`config.mk`:
```
export PLATFORM = sky130hd
export DESIGN_NAME = roc_cell
export DESIGN_NICKNAME = d
export VERILOG_FILES = /design/src/sv/roc_pkg.sv /design/src/sv/roc_cell.sv
export SDC_FILE = /design/constraint.sdc
export NUM_CORES = 1
export LEC_CHECK = 0
export CAP_MARGIN = 20
export CORE_MARGIN = 3
export CORE_UTILIZATION = 60
export CTS_BUF_LIST = sky130_fd_sc_hd__clkbuf_16
export DETAILED_ROUTE_END_ITERATION = 8
export DONT_BUFFER_PORTS = 1
export PLACE_DENSITY_LB_ADDON = 0.3
export SLEW_MARGIN = 0
export SYNTH_ARGS = -nofsm -noshare
export SYNTH_HDL_FRONTEND = slang
export SYNTH_SLANG_ARGS = --single-unit
```
`constraint.sdc`:
```
create_clock -name clock -period 3.7 [get_ports clock]
set_input_delay 0.185 -clock clock [delete_from_list [all_inputs] [get_ports clock]]
set_output_delay 0.185 -clock clock [all_outputs]
set_load 0.01 [all_outputs]
```
`src/sv/roc_pkg.sv`:
```
// shared types and constants for the roc auc rank sum block
// no dependencies; used by roc_cell, roc_div and roc_auc_rank_sum
package roc_pkg;

   localparam int MAX_SAMPLES = 1024;
   localparam int PRED_W      = 17;
   localparam int CNT_W       = 11;   // holds 0..MAX_SAMPLES
   localparam int SCORE_W     = 11;   // per-cell pair score, at most 2*(MAX_SAMPLES-1)
   localparam int SUM_W       = 20;   // total pair score, at most 2*P*N
   localparam int DEN_W       = 21;
   localparam int DVD_W       = 37;
   localparam int OUT_W       = 17;
   localparam int FRAC_W      = 16;
   localparam int ITER_W      = 6;

   typedef struct packed {
      logic               label;
      logic [PRED_W-1:0]  pred;
      logic [SCORE_W-1:0] score;
   } cell_type;

   typedef struct packed {
      logic             done;
      logic [OUT_W-1:0] quot;
   } div_rsp_type;

   typedef enum logic [2:0] {
      ST_LOAD,
      ST_DRAIN,
      ST_ACC,
      ST_AUC,
      ST_OUT
   } state_type;

   typedef enum logic [1:0] {
      ERR_OK     = 2'd0,
      ERR_NO_POS = 2'd1,
      ERR_NO_NEG = 2'd2,
      ERR_OVER   = 2'd3
   } err_type;

endpackage

```
`src/sv/roc_cell.sv`:
```
// one cell of the sample chain: holds a sample and its pair score
// depends on roc_pkg
module roc_cell (
   input  logic              clock,
   input  logic              load,
   input  logic              drain,
   input  roc_pkg::cell_type new_smp,
   input  roc_pkg::cell_type lo_nbr,
   input  logic [roc_pkg::SCORE_W-1:0] hi_score,
   output roc_pkg::cell_type cell_q
);

   roc_pkg::cell_type cell_ff, cell_in;
   logic [roc_pkg::SCORE_W-1:0] contrib;
   logic gt, eq, lt;

   assign gt = lo_nbr.pred > new_smp.pred;
   assign eq = lo_nbr.pred == new_smp.pred;
   assign lt = lo_nbr.pred < new_smp.pred;

   // positive above negative scores 2, a tie scores 1
   always_comb begin
      contrib = '0;
      if (lo_nbr.label && !new_smp.label) begin
         contrib = gt ? roc_pkg::SCORE_W'(2) : (eq ? roc_pkg::SCORE_W'(1) : '0);
      end else if (!lo_nbr.label && new_smp.label) begin
         contrib = lt ? roc_pkg::SCORE_W'(2) : (eq ? roc_pkg::SCORE_W'(1) : '0);
      end
   end

   always_comb begin
      cell_in = cell_ff;
      if (load) begin
         cell_in       = lo_nbr;
         cell_in.score = lo_nbr.score + contrib;
      end else if (drain) begin
         cell_in.score = hi_score;
      end
   end

   always_ff @(posedge clock) begin
      cell_ff <= cell_in;
   end

   assign cell_q = cell_ff;

endmodule

```
==> qor.yml <==
run_status:
  outcome: "completed"
sta:
  setup_ws_ns: 0.8896
  rsz0062_at_grt: "no"
  max_slew_margin_pct: 67.82
  tightest_slew_ns: 0.4828
  slew_viol_final: 0
  setup_viol_count_final: 0
  max_freq_ghz: 0.3558
  tns_ns: 0
  period_share_pct: 75.96
  fin_crit_ns: 2.810
  hold_violations: 0
synth:
  syn-num-nets: 235
  synth_area_sq_mm: 0.001672
  synth-async-reset-ratio_pct: 0
  ys_types: 30
  syn-mean-instance-area_sq_um: 11.69
  yosysWarnings: 0
  seq_area_frac_synth_pct: 52.10
  synth-seq-cells: 29
  synthFlopType: "edfxtp_1"
  synth_cells: 143
  synth_edf_count: 29
finish:
  layout_common_cells: "edfxtp_1 (29), ha_1 (20), inv_1 (18), a21oi_1 (17), nor2_1 (11)"
  largest_reg_flops: 29
  drive_gt1_share_pct: 7.643
  fin_util_pct: 74.76
  area_delta_synth_final_pct: 14.82
  fill_cells: 174
  nets: 248
  final_common_cell: "edfxtp_1"
  num_antenna_cells: 0
cts:
  htreeDepth: 2
  post_cts_resized: 0
  clkSlewWorstSetupHoldPaths_ns: 0.05
  cts_made_buffers: 5
  numClockSinks: 29
  cts_tree: "done"
  cts_buffer_depth: 2
  post_cts_buffers: 0
  root_buffer: "clkbuf_16"
  holdBufCountCts: 0
global_routing:
  use_met2_pct: 37.22
  antenna_found_initial: 0
  use_met3_pct: 11.18
  grt_usage_pct: 21.72
  grt.busiest_layer: "met2"
  grtUsageMet1_pct: 22.24
  grt.overflow.total: 0
  grt_pass1_vias: 1161
  grt_max_degree: 40
  grt_pass1_wl_um: 5402
critical_path:
  cp.required_ns: 3.72
  cp_max_fo: 3
  end_kind: "flop"
  worstSetupStartpointType: "primary input"
  arrival_ns: 2.84
  critPathKind: "in -> reg"
power:
  power_per_cell_area_mw_per_mm2: 463.1
  power_leakage_uw: 0.0008116
  ir_worst_vdd_uv: 510.6
placement:
  hpwl_um: 2845
  gp_congestion: 0.6911
  pre_cts_ws_ns: 0.6111
  io_buffers: 0
detailed_routing:
  drt-total-wl_um: 3694
  ant_nets: 0
  firstDrtPassIters: 6
  drt_iter0_drc: 40
  via_per_inst: 6.230
  num_vias: 1165
  drc: 0
  routedWlPerCell_um: 19.75
floorplan:
  chipWidth_um: 58.78
  io_pins: 101
  rows: 18
  dieArea_sq_mm: 0.003455
  chipHeight_um: 58.78
  core_sq_mm: 0.002567
  start_util_pct: 65.11
worst_hold_path:
  hold_class: "in -> reg"
flow_run:
  maxCapViolations: 0
## cell type report
cell class	instances	area (sq um)	share of cell area, %
inverter	18	67.56	3.520
clock inverter	3	12.51	0.6519
tap	30	37.54	1.956
clock buffer	5	125.1	6.519
sequential	29	870.8	45.37
timing repair buffer	8	80.08	4.172
multi-input combinational	94	725.7	37.81
## critical path, stage by stage
cell and delay (ns):
inv_1 0.03, ha_1 0.31, and4_1 0.24, and4bb_1 0.22, a21oi_2 0.13, o311ai_1 0.14, mux2_4 0.33, ha_1 0.32
a21oi_1 0.32, nor2_1 0.14, and3_1 0.22, xnor2_1 0.17, a21oi_1 0.09
## where the power goes
group	internal, uW	total [uW]	switching [uW]
Clock	242	378	136
Combinational	42.1	82.7	40.7
Sequential	400	428	27.9
Total	684	889	205
## metrics by stage
step           area (sq um)  cells  hold WS (ns)  total power, uW
2_1_floorplan          1672    143        0.2839            490.4
3_3_place_gp           1702    171        0.2840            500.4
3_5_place_dp           1702    171        0.2840            510.5
4_1_cts                1839    179     0.0008237            886.5
5_1_grt                1919    187     0.0002218            919.3
6_report               1919    187      0.003608            888.8
## logic make-up (layout without fill, tap and decap cells)
logic type	count (synthesis)	count (layout)	synth area share [%]
DFF	29	29	52.10
muxes	3	3	2.245
and+or+nand+nor	34	34	11.30
buffers and inverters	20	34	4.491
adders and majority gates	20	20	14.97
AOI/OAI and AO/OA	27	27	9.655
xor gates and xnor gates	10	10	5.239
## final timing paths
path | startpoint | endpoint | slack [ns] | cells past startpoint
worst max-delay path | new_smp[18] | cell_q[6] | 0.89 | 13
worst min-delay path | lo_nbr[13] | cell_q[13] | 0.004 | 0
## metal layers
layer	up-vias	share of wire [%]
met5	-	0
met4	0	1.4
met3	8	11
met2	76	53
met1	536	35
li1	545	-
## synthesized netlist by cell type (2+ instances only)
library cell,instances,area (sq um)
a21o_1,3,22.52
a21oi_1,17,85.08
and4_1,3,26.28
clkbuf_1,2,7.510
edfxtp_1,29,870.8
ha_1,20,250.2
inv_1,18,67.56
nand2_1,7,26.28
nand4_1,4,25.02
nor2_1,11,41.29
o21ai_0,2,10.01
xnor2_1,6,52.55
xor2_1,4,35.03
No activity file was read; power rests on OpenSTA's default activity.
