--- src/sv/roc_pkg.sv ---
// shared types and constants for the roc auc rank sum block
// no dependencies; used by roc_cell, roc_div and roc_auc_rank_sum
package roc_pkg;

   localparam int MAX_SAMPLES = 1024;
   localparam int PRED_W      = 17;
   localparam int CNT_W       = 11;   // holds 0..MAX_SAMPLES
   localparam int SCORE_W     = 11;   // per-cell pair score, at most 2*(MAX_SAMPLES-1)
   localparam int SUM_W       = 20;   // total pair score, at most 2*P*N
   localparam int DEN_W       = 21;
   localparam int DVD_W       = 37;
   localparam int OUT_W       = 17;
   localparam int FRAC_W      = 16;
   localparam int ITER_W      = 6;

   typedef struct packed {
      logic               label;
      logic [PRED_W-1:0]  pred;
      logic [SCORE_W-1:0] score;
   } cell_type;

   typedef struct packed {
      logic             done;
      logic [OUT_W-1:0] quot;
   } div_rsp_type;

   typedef enum logic [2:0] {
      ST_LOAD,
      ST_DRAIN,
      ST_ACC,
      ST_AUC,
      ST_OUT
   } state_type;

   typedef enum logic [1:0] {
      ERR_OK     = 2'd0,
      ERR_NO_POS = 2'd1,
      ERR_NO_NEG = 2'd2,
      ERR_OVER   = 2'd3
   } err_type;

endpackage

--- src/sv/roc_div.sv ---
// restoring divider, one quotient bit per cycle, low bits of quotient kept
// depends on roc_pkg
module roc_div (
   input  logic                       clock,
   input  logic                       reset,
   input  logic                       start,
   input  logic [roc_pkg::DVD_W-1:0]  dividend,
   input  logic [roc_pkg::DEN_W-1:0]  divisor,
   output roc_pkg::div_rsp_type       rsp
);

   logic                        busy_ff, busy_in;
   logic                        done_ff, done_in;
   logic [roc_pkg::ITER_W-1:0]  cnt_ff, cnt_in;
   logic [roc_pkg::DVD_W-1:0]   dvd_ff, dvd_in;
   logic [roc_pkg::DEN_W-1:0]   rem_ff, rem_in;
   logic [roc_pkg::DEN_W-1:0]   dsr_ff, dsr_in;
   logic [roc_pkg::OUT_W-1:0]   quot_ff, quot_in;
   logic [roc_pkg::DEN_W:0]     rem_sh, diff;

   assign rem_sh = {rem_ff, dvd_ff[roc_pkg::DVD_W-1]};
   assign diff   = rem_sh - {1'b0, dsr_ff};

   always_comb begin
      busy_in = busy_ff;
      done_in = 1'b0;
      cnt_in  = cnt_ff;
      dvd_in  = dvd_ff;
      rem_in  = rem_ff;
      dsr_in  = dsr_ff;
      quot_in = quot_ff;
      if (start) begin
         busy_in = 1'b1;
         cnt_in  = '0;
         dvd_in  = dividend;
         rem_in  = '0;
         dsr_in  = divisor;
      end else if (busy_ff) begin
         dvd_in = {dvd_ff[roc_pkg::DVD_W-2:0], 1'b0};
         if (!diff[roc_pkg::DEN_W]) begin
            rem_in  = diff[roc_pkg::DEN_W-1:0];
            quot_in = {quot_ff[roc_pkg::OUT_W-2:0], 1'b1};
         end else begin
            rem_in  = rem_sh[roc_pkg::DEN_W-1:0];
            quot_in = {quot_ff[roc_pkg::OUT_W-2:0], 1'b0};
         end
         cnt_in = cnt_ff + 1'b1;
         if (cnt_ff == roc_pkg::ITER_W'(roc_pkg::DVD_W - 1)) begin
            busy_in = 1'b0;
            done_in = 1'b1;
         end
      end
   end

   always_ff @(posedge clock) begin
      if (reset) begin
         busy_ff <= 1'b0;
         done_ff <= 1'b0;
      end else begin
         busy_ff <= busy_in;
         done_ff <= done_in;
      end
      cnt_ff  <= cnt_in;
      dvd_ff  <= dvd_in;
      rem_ff  <= rem_in;
      dsr_ff  <= dsr_in;
      quot_ff <= quot_in;
   end

   assign rsp.done = done_ff;
   assign rsp.quot = quot_ff;

endmodule

--- config.mk ---
export PLATFORM = sky130hd
export DESIGN_NAME = roc_div
export DESIGN_NICKNAME = d
export VERILOG_FILES = /design/src/sv/roc_pkg.sv /design/src/sv/roc_div.sv
export SDC_FILE = /design/constraint.sdc
export NUM_CORES = 1
export LEC_CHECK = 0
export BUFFER_PORTS_ARGS = -buffer_cell sky130_fd_sc_hd__buf_2
export CORE_ASPECT_RATIO = 1.1
export CORE_MARGIN = 10
export CORE_UTILIZATION = 45
export CTS_CLUSTER_SIZE = 10
export DETAILED_ROUTE_END_ITERATION = 8
export HOLD_SLACK_MARGIN = 0.02
export PLACE_DENSITY = 0.64
export SLEW_MARGIN = 20
export SYNTH_ARGS = -nofsm -noshare
export SYNTH_HDL_FRONTEND = slang
export SYNTH_SLANG_ARGS = --single-unit
--- constraint.sdc ---
create_clock -name clock -period 3.75 [get_ports clock]
set_input_delay 1.125 -clock clock [delete_from_list [all_inputs] [get_ports clock]]
set_output_delay 1.125 -clock clock [all_outputs]
set_load 0.01 [all_outputs]
==> flow_summary.json, run 1 <==
{
  "status": "finished, final reports clean",
  "diodes": 0,
  "regToRegSetupSlack_ps": 650,
  "hp-class": "flip-flop to flip-flop",
  "syn-cell-area_um2": 5040,
  "critPathKind": "flip-flop to flip-flop",
  "finalCriticalPeriod_ps": 3100,
  "clk_pin_slew_ps": 70,
  "fillers": 991,
  "die_h_um": 131,
  "crit_family": "compound AO/OA/AOI/OAI gates",
  "hold_start": "quot_ff[12]",
  "grt.total_usage": 0.129,
  "dp_hpwl_um": 7200,
  "crit_arrival_ps": 3350,
  "num_rows": 40,
  "setup_tns_ps": 0,
  "synth-simple-area-share": 0.0993,
  "firstDrtPassIters": 4,
  "synth_compound_area_frac": 0.118,
  "drv_cap": 0,
  "synthMuxAreaShare": 0.0884,
  "drc": 0,
  "cts.htree.levels": 3,
  "cts_hold_buf": 0,
  "root_buffer": "clkbuf_16",
  "antenna_found_initial": 0,
  "crit_path_start": "rem_ff[6]",
  "drive_above_1_share": 0.274,
  "crit_required_ps": 4000,
  "yosysTopAreaCell": "edfxtp_1",
  "cp.depth": 10,
  "cpMaxStageDelayCell": "o21ai_0",
  "crit_end": "rem_ff[18]",
  "finalClockSkew_ps": 5.77,
  "tightestPinTransition_ps": 674,
  "yosysMostFrequentCell": "edfxtp_1",
  "synth_edf_count": 75,
  "fin_util": 0.536,
  "r2r_start": "rem_ff[6]",
  "drv_slew": 0,
  "cp_common_cell": "o21ai_0",
  "core_um2": 11000,
  "cts_buffers": 9,
  "grt_pass1_vias": 3437,
  "io_pins": 79,
  "synth_common_cells": "75 x edfxtp_1, 50 x nand2_1, 38 x nor2_1",
  "synth.area.top_cells": "edfxtp_1 45%, dfxtp_1 12%, mux2_2 8.0%",
  "cts.sinks": 104,
  "crit-reg2reg-capture": "rem_ff[18]",
  "wl_per_cell_um": 14.7,
  "syn_nets": 521,
  "synth-seq-cells": 104,
  "dieArea_um2": 15800,
  "cts_tree": "yes",
  "viasPerCell": 5.20,
  "synth_xor_area_frac": 0.0330,
  "vias": 3464,
  "max_freq_ghz": 0.323,
  "postSynthCellCount": 436,
  "yosysUniqueCellTypes": 48,
  "reg2regPathDepth": 10,
  "avgSynthCellArea_um2": 11.6,
  "area_growth_pct": 16.6,
  "grt_pass1_wl_um": 16400,
  "initial_core_util": 0.460,
  "grt_max_degree": 43,
  "powerDensity_nw_per_um2": 476,
  "hold_viol": 0,
  "cp_max_fo": 5,
  "timing.slew.headroom": 0.550,
  "p_total_uw": 2800,
  "rsz0062_at_grt": "false",
  "cp_num_buf_inv": 0,
  "place_congestion": 0.930,
  "yosysTopAreaCellShare": 0.447,
  "portBuffers": 78,
  "path_cells": "ha_1 > a21oi_1 > nor2_1 > or3_1 > o21ai_0 > a311oi_1 > o21ai_0 > mux2i_1 > o21ai_0 > a311oi_1",
  "crit_path_max_incr_delay_ps": 480,
  "end_kind": "flip-flop",
  "async_flop_share": 0,
  "ys_dominant_reg_cell": "edfxtp_1",
  "grt_overflow": 0,
  "start_kind": "flip-flop",
  "cts-resized-gates": 0,
  "drtIter0Drc": 179,
  "synth.yosys.seq_area_share": 0.562,
  "cts_setup_buffers": 0,
  "ctsLongestPathBuffers": 2,
  "synth_fa_ha_area_frac": 0.0611,
  "p_leak_uw": 0.00243,
  "ir_worst_vdd_v": 0.000312,
  "fin_crit_sh": 0.827,
  "synth_top_family_by_area": "compound AO/OA/AOI/OAI gates",
  "wirelength_um": 9820,
  "dieWidth_um": 121,
  "nets": 599,
  "synth_warnings": 0,
  "ant_nets": 0,
  "setup_viol": 0,
  "clock_latency_ps": 340
}
[worst reg2reg max path, cell delays in order (launching register included)]
cell and delay, ps:
dfxtp_1 330, ha_1 360, a21oi_1 300, nor2_1 110, or3_1 310, o21ai_0 480, a311oi_1 220, o21ai_0 320
mux2i_1 240, o21ai_0 100, a311oi_1 250
[placed cells by master (no fill, tap or decap), drive strengths merged, types with 2 or more instances in the layout]
master / instances
ha: 23
o21ai: 19
mux2i: 4
buf: 84
inv: 33
o21a: 2
clkbuf: 10
xnor2: 13
a21oi: 22
a21o: 6
a211oi: 3
and3: 2
a311oi: 15
nand2b: 3
a32o: 2
a21boi: 2
nor2b: 3
nand2: 50
edfxtp: 75
o211ai: 2
mux2: 36
dfxtp: 29
a31oi: 2
nand4: 4
xor2: 6
nor2: 38
clkinv: 4
nand3: 3
or3: 5
nor3: 5
[per-layer routing]
layer,vias to the layer above,wire length [µm],track usage
met5,-,0,0
met4,0,302,0.0810
met3,22,740,0.0506
met2,101,4380,0.194
met1,1596,4400,0.153
li1,1745,-,-
[power breakdown]
part,switching [µW],leakage [µW],total [µW],internal (µW)
clock,393,0.000150,915,522
sequential,42.1,0.000974,1380,1340
combinational,281,0.00131,501,219
[area by class of cell]
| class | instances | area, µm² | share of cell area |
|---|---|---|---|
| Inverter | 32 | 120 | 0.0204 |
| Clock inverter | 6 | 58.8 | 0.0100 |
| Multi-Input combinational cell | 283 | 2010 | 0.343 |
| Clock buffer | 10 | 233 | 0.0396 |
| Tap cell | 147 | 184 | 0.0313 |
| Timing Repair Buffer | 84 | 435 | 0.0741 |
| Sequential cell | 104 | 2830 | 0.482 |
[logic make-up after synthesis]
group	after synthesis
xor+xnor	19
simple gates	116
compound gates	84
buf+inv	49
fa+ha+maj	24
flops	104
mux	40
[sequential cells by signal (all words and copies together) (netlist names)]
signal and count:
busy_ff 1, dsr_ff 21, dvd_ff 37, rem_ff 21
cnt_ff 6, done_ff 1, quot_ff 17
[worst min path at each step]
stage / slack (ps) / end / depth (start not counted)
2_1_floorplan: 450 / rem_ff[2] / 2
3_3_place_gp: 430 / quot_ff[5] / 0
3_5_place_dp: 430 / quot_ff[14] / 0
4_1_cts: 450 / quot_ff[13] / 0
5_1_grt: 460 / quot_ff[13] / 0
6_report: 440 / quot_ff[13] / 0
[per-stage QoR]
stage / hold WS [ps] / setup slack, ps / area [µm²] / std cells
after floorplan: 453 / 1100 / 5040 / 436
after global placement: 428 / 874 / 5590 / 650
after detailed placement: 428 / 782 / 5590 / 650
after CTS: 450 / 668 / 5880 / 666
after global routing: 459 / 388 / 5880 / 666
final: 443 / 650 / 5880 / 666
Note: power is estimated with default switching activity, not from simulation.
==> run 2: changes to the inputs <==
--- a/config.mk
+++ b/config.mk
@@ -12,7 +12,7 @@
 export CTS_CLUSTER_SIZE = 10
 export DETAILED_ROUTE_END_ITERATION = 8
 export HOLD_SLACK_MARGIN = 0.02
-export PLACE_DENSITY = 0.64
+export PLACE_DENSITY = 0.66
 export SLEW_MARGIN = 20
 export SYNTH_ARGS = -nofsm -noshare
 export SYNTH_HDL_FRONTEND = slang
==> constraint.sdc (replaced) <==
create_clock -name clock -period 2.5 [get_ports clock]
set_input_delay 0.75 -clock clock [delete_from_list [all_inputs] [get_ports clock]]
set_output_delay 0.75 -clock clock [all_outputs]
set_load 0.01 [all_outputs]
==> run 2 against run 1 <==
Effect of this change:
- the flow now finishes with violations (negative setup slack)
- hold slack improved by 3.6 ps
- first-iteration DRC count shrank 20%
- final area increased by 10%
- total power grew 57%
- critical path depth up 2
- wire length up 9.8%
- largest power group unchanged
==> flow_summary.json, run 2 (synthesis gave the netlist of run 1 again) <==
{
  "p_int_uw": 3200,
  "vias": 3687,
  "worst_slack_ps": -213,
  "clk_pin_slew_ps": 70,
  "p_seq_frac": 0.472,
  "setup_tns_ps": -2330,
  "grt_overflow": 0,
  "pwr-share-clk": 0.293,
  "p_sw_uw": 1200,
  "fin_crit_sh": 1.09,
  "cts.sinks": 104,
  "largest_register_ffs": 37,
  "diodes": 0,
  "swShare": 0.272,
  "cts.htree.levels": 3,
  "grt_pass1_vias": 3890,
  "largest_register": "dvd_ff",
  "drv_slew": 0,
  "violations": "negative setup slack",
  "initial_core_util": 0.460,
  "drtIter0Drc": 143,
  "p_leak_uw": 0.00271,
  "place_ws_ps": -219,
  "grt.total_usage": 0.140,
  "ctsLongestPathBuffers": 2,
  "status": "finished, violations left",
  "crit_arrival_ps": 2960,
  "powerDensity_nw_per_um2": 679,
  "tightestPinTransition_ps": 430,
  "setup_viol": 21,
  "viasPerCell": 5.16,
  "fin_util": 0.590,
  "rsz0062_at_grt": "true",
  "firstDrtPassIters": 4,
  "root_buffer": "clkbuf_16",
  "hold_start": "quot_ff[10]",
  "place_congestion": 0.920,
  "hold_viol": 0,
  "final_cell_area_um2": 6470,
  "holdPathStages": 0,
  "hold_slack_ps": 447,
  "finalCriticalPeriod_ps": 2710,
  "ant_nets": 0,
  "io_pins": 79,
  "finalClockSkew_ps": 4.65,
  "pwr-share-comb": 0.235,
  "dieWidth_um": 121,
  "cts_buffers": 9,
  "grt_pass1_wl_um": 18000,
  "area_growth_pct": 28.4,
  "critPathKind": "flip-flop to flip-flop",
  "reg.largest.list": "dvd_ff (37), dsr_ff (21), rem_ff (21)",
  "die_h_um": 131,
  "num_rows": 40,
  "dp_hpwl_um": 7860,
  "crit-reg2reg-capture": "rem_ff[5]",
  "ir_worst_vdd_v": 0.000422,
  "regToRegSetupSlack_ps": -210,
  "mostFrequentLayoutCells": "78 x buf_2, 75 x edfxtp_1, 46 x buf_4, 43 x nand2_1, 38 x nor2_1",
  "cp_max_fo": 3,
  "drive_above_1_share": 0.386,
  "antenna_found_initial": 0,
  "final_common_cell": "buf_2",
  "clock_latency_ps": 340,
  "placed_area_um2": 5920,
  "timing.slew.headroom": 0.712,
  "grt_max_degree": 43,
  "reg2regPathDepth": 12,
  "wl_per_cell_um": 15.1,
  "r2r_start": "dsr_ff[1]",
  "crit_required_ps": 2750,
  "hp-class": "flip-flop to flip-flop",
  "wirelength_um": 10800,
  "start_kind": "flip-flop",
  "end_kind": "flip-flop",
  "max_freq_ghz": 0.369,
  "drc": 0,
  "dieArea_um2": 15800,
  "nets": 647,
  "portBuffers": 78,
  "cts_tree": "yes",
  "core_um2": 11000,
  "drv_cap": 0,
  "min_to": "quot_ff[11]"
}
## run 2: how the worst max path moves through the flow
stage              start        end  slack [ps]  depth (start not counted)
2_1_floorplan  dsr_ff[4]  rem_ff[5]        -140                         12
3_3_place_gp   dsr_ff[4]  rem_ff[5]         -90                         12
3_5_place_dp   dsr_ff[1]  rem_ff[5]        -220                         12
4_1_cts        dsr_ff[1]  rem_ff[5]        -190                         12
5_1_grt        dsr_ff[1]  rem_ff[5]        -340                         12
6_report       dsr_ff[1]  rem_ff[5]        -210                         12
## run 2: power by group through the flow
| stage | Combinational (µW) | Clock [µW] | Sequential, µW |
|---|---|---|---|
| CTS | 983 | 1330 | 2070 |
| global route | 1140 | 1390 | 2090 |
| global placement | 862 | 0 | 2100 |
| detailed placement | 881 | 0 | 2110 |
| finish | 1030 | 1290 | 2070 |
| floorplan | 569 | 0 | 2090 |
## run 2: area by class of cell
type / count / area (µm²)
Clock inverter: 7 / 47.5
Inverter: 32 / 128
Tap cell: 147 / 184
Multi-Input combinational cell: 283 / 2180
Timing Repair Buffer: 132 / 872
Fill cell: 947 / 4490
Clock buffer: 9 / 225
Sequential cell: 104 / 2830
## run 2: worst max-delay path: stages, from the launching register on
cell       delay [ps]
edfxtp_1          350
inv_1              60
ha_1              280
nor2b_4           170
o2111ai_4         120
a21oi_2           190
o211ai_2          130
o2bb2ai_2         160
o41ai_4           290
xnor2_2           120
buf_4             150
or3_1             340
a311oi_1          270
## run 2: timing repair
item,4_1_cts,5_1_grt
hold buffers,0,0
pin swaps,15,15
resized for setup,28,23
setup buffers,5,4
cloned,2,0
setup endpoints to repair,21,22
## run 2: through the flow
step | power (µW) | std cells
floorplan | 2660 | 436
CTS | 4390 | 712
finish | 4390 | 714
global route | 4620 | 714
global placement | 2960 | 689
detailed placement | 2990 | 689
## run 2: layer usage
| layer | share of wire | wire length (µm) | vias up | global-route usage |
|---|---|---|---|---|
| met1 | 0.42 | 4550 | 1780 | 0.157 |
| li1 | - | - | 1831 | - |
| met2 | 0.49 | 5290 | 67 | 0.236 |
| met4 | 0.012 | 125 | 0 | 0.0469 |
| met5 | 0 | 0 | - | 0 |
| met3 | 0.076 | 823 | 9 | 0.0567 |
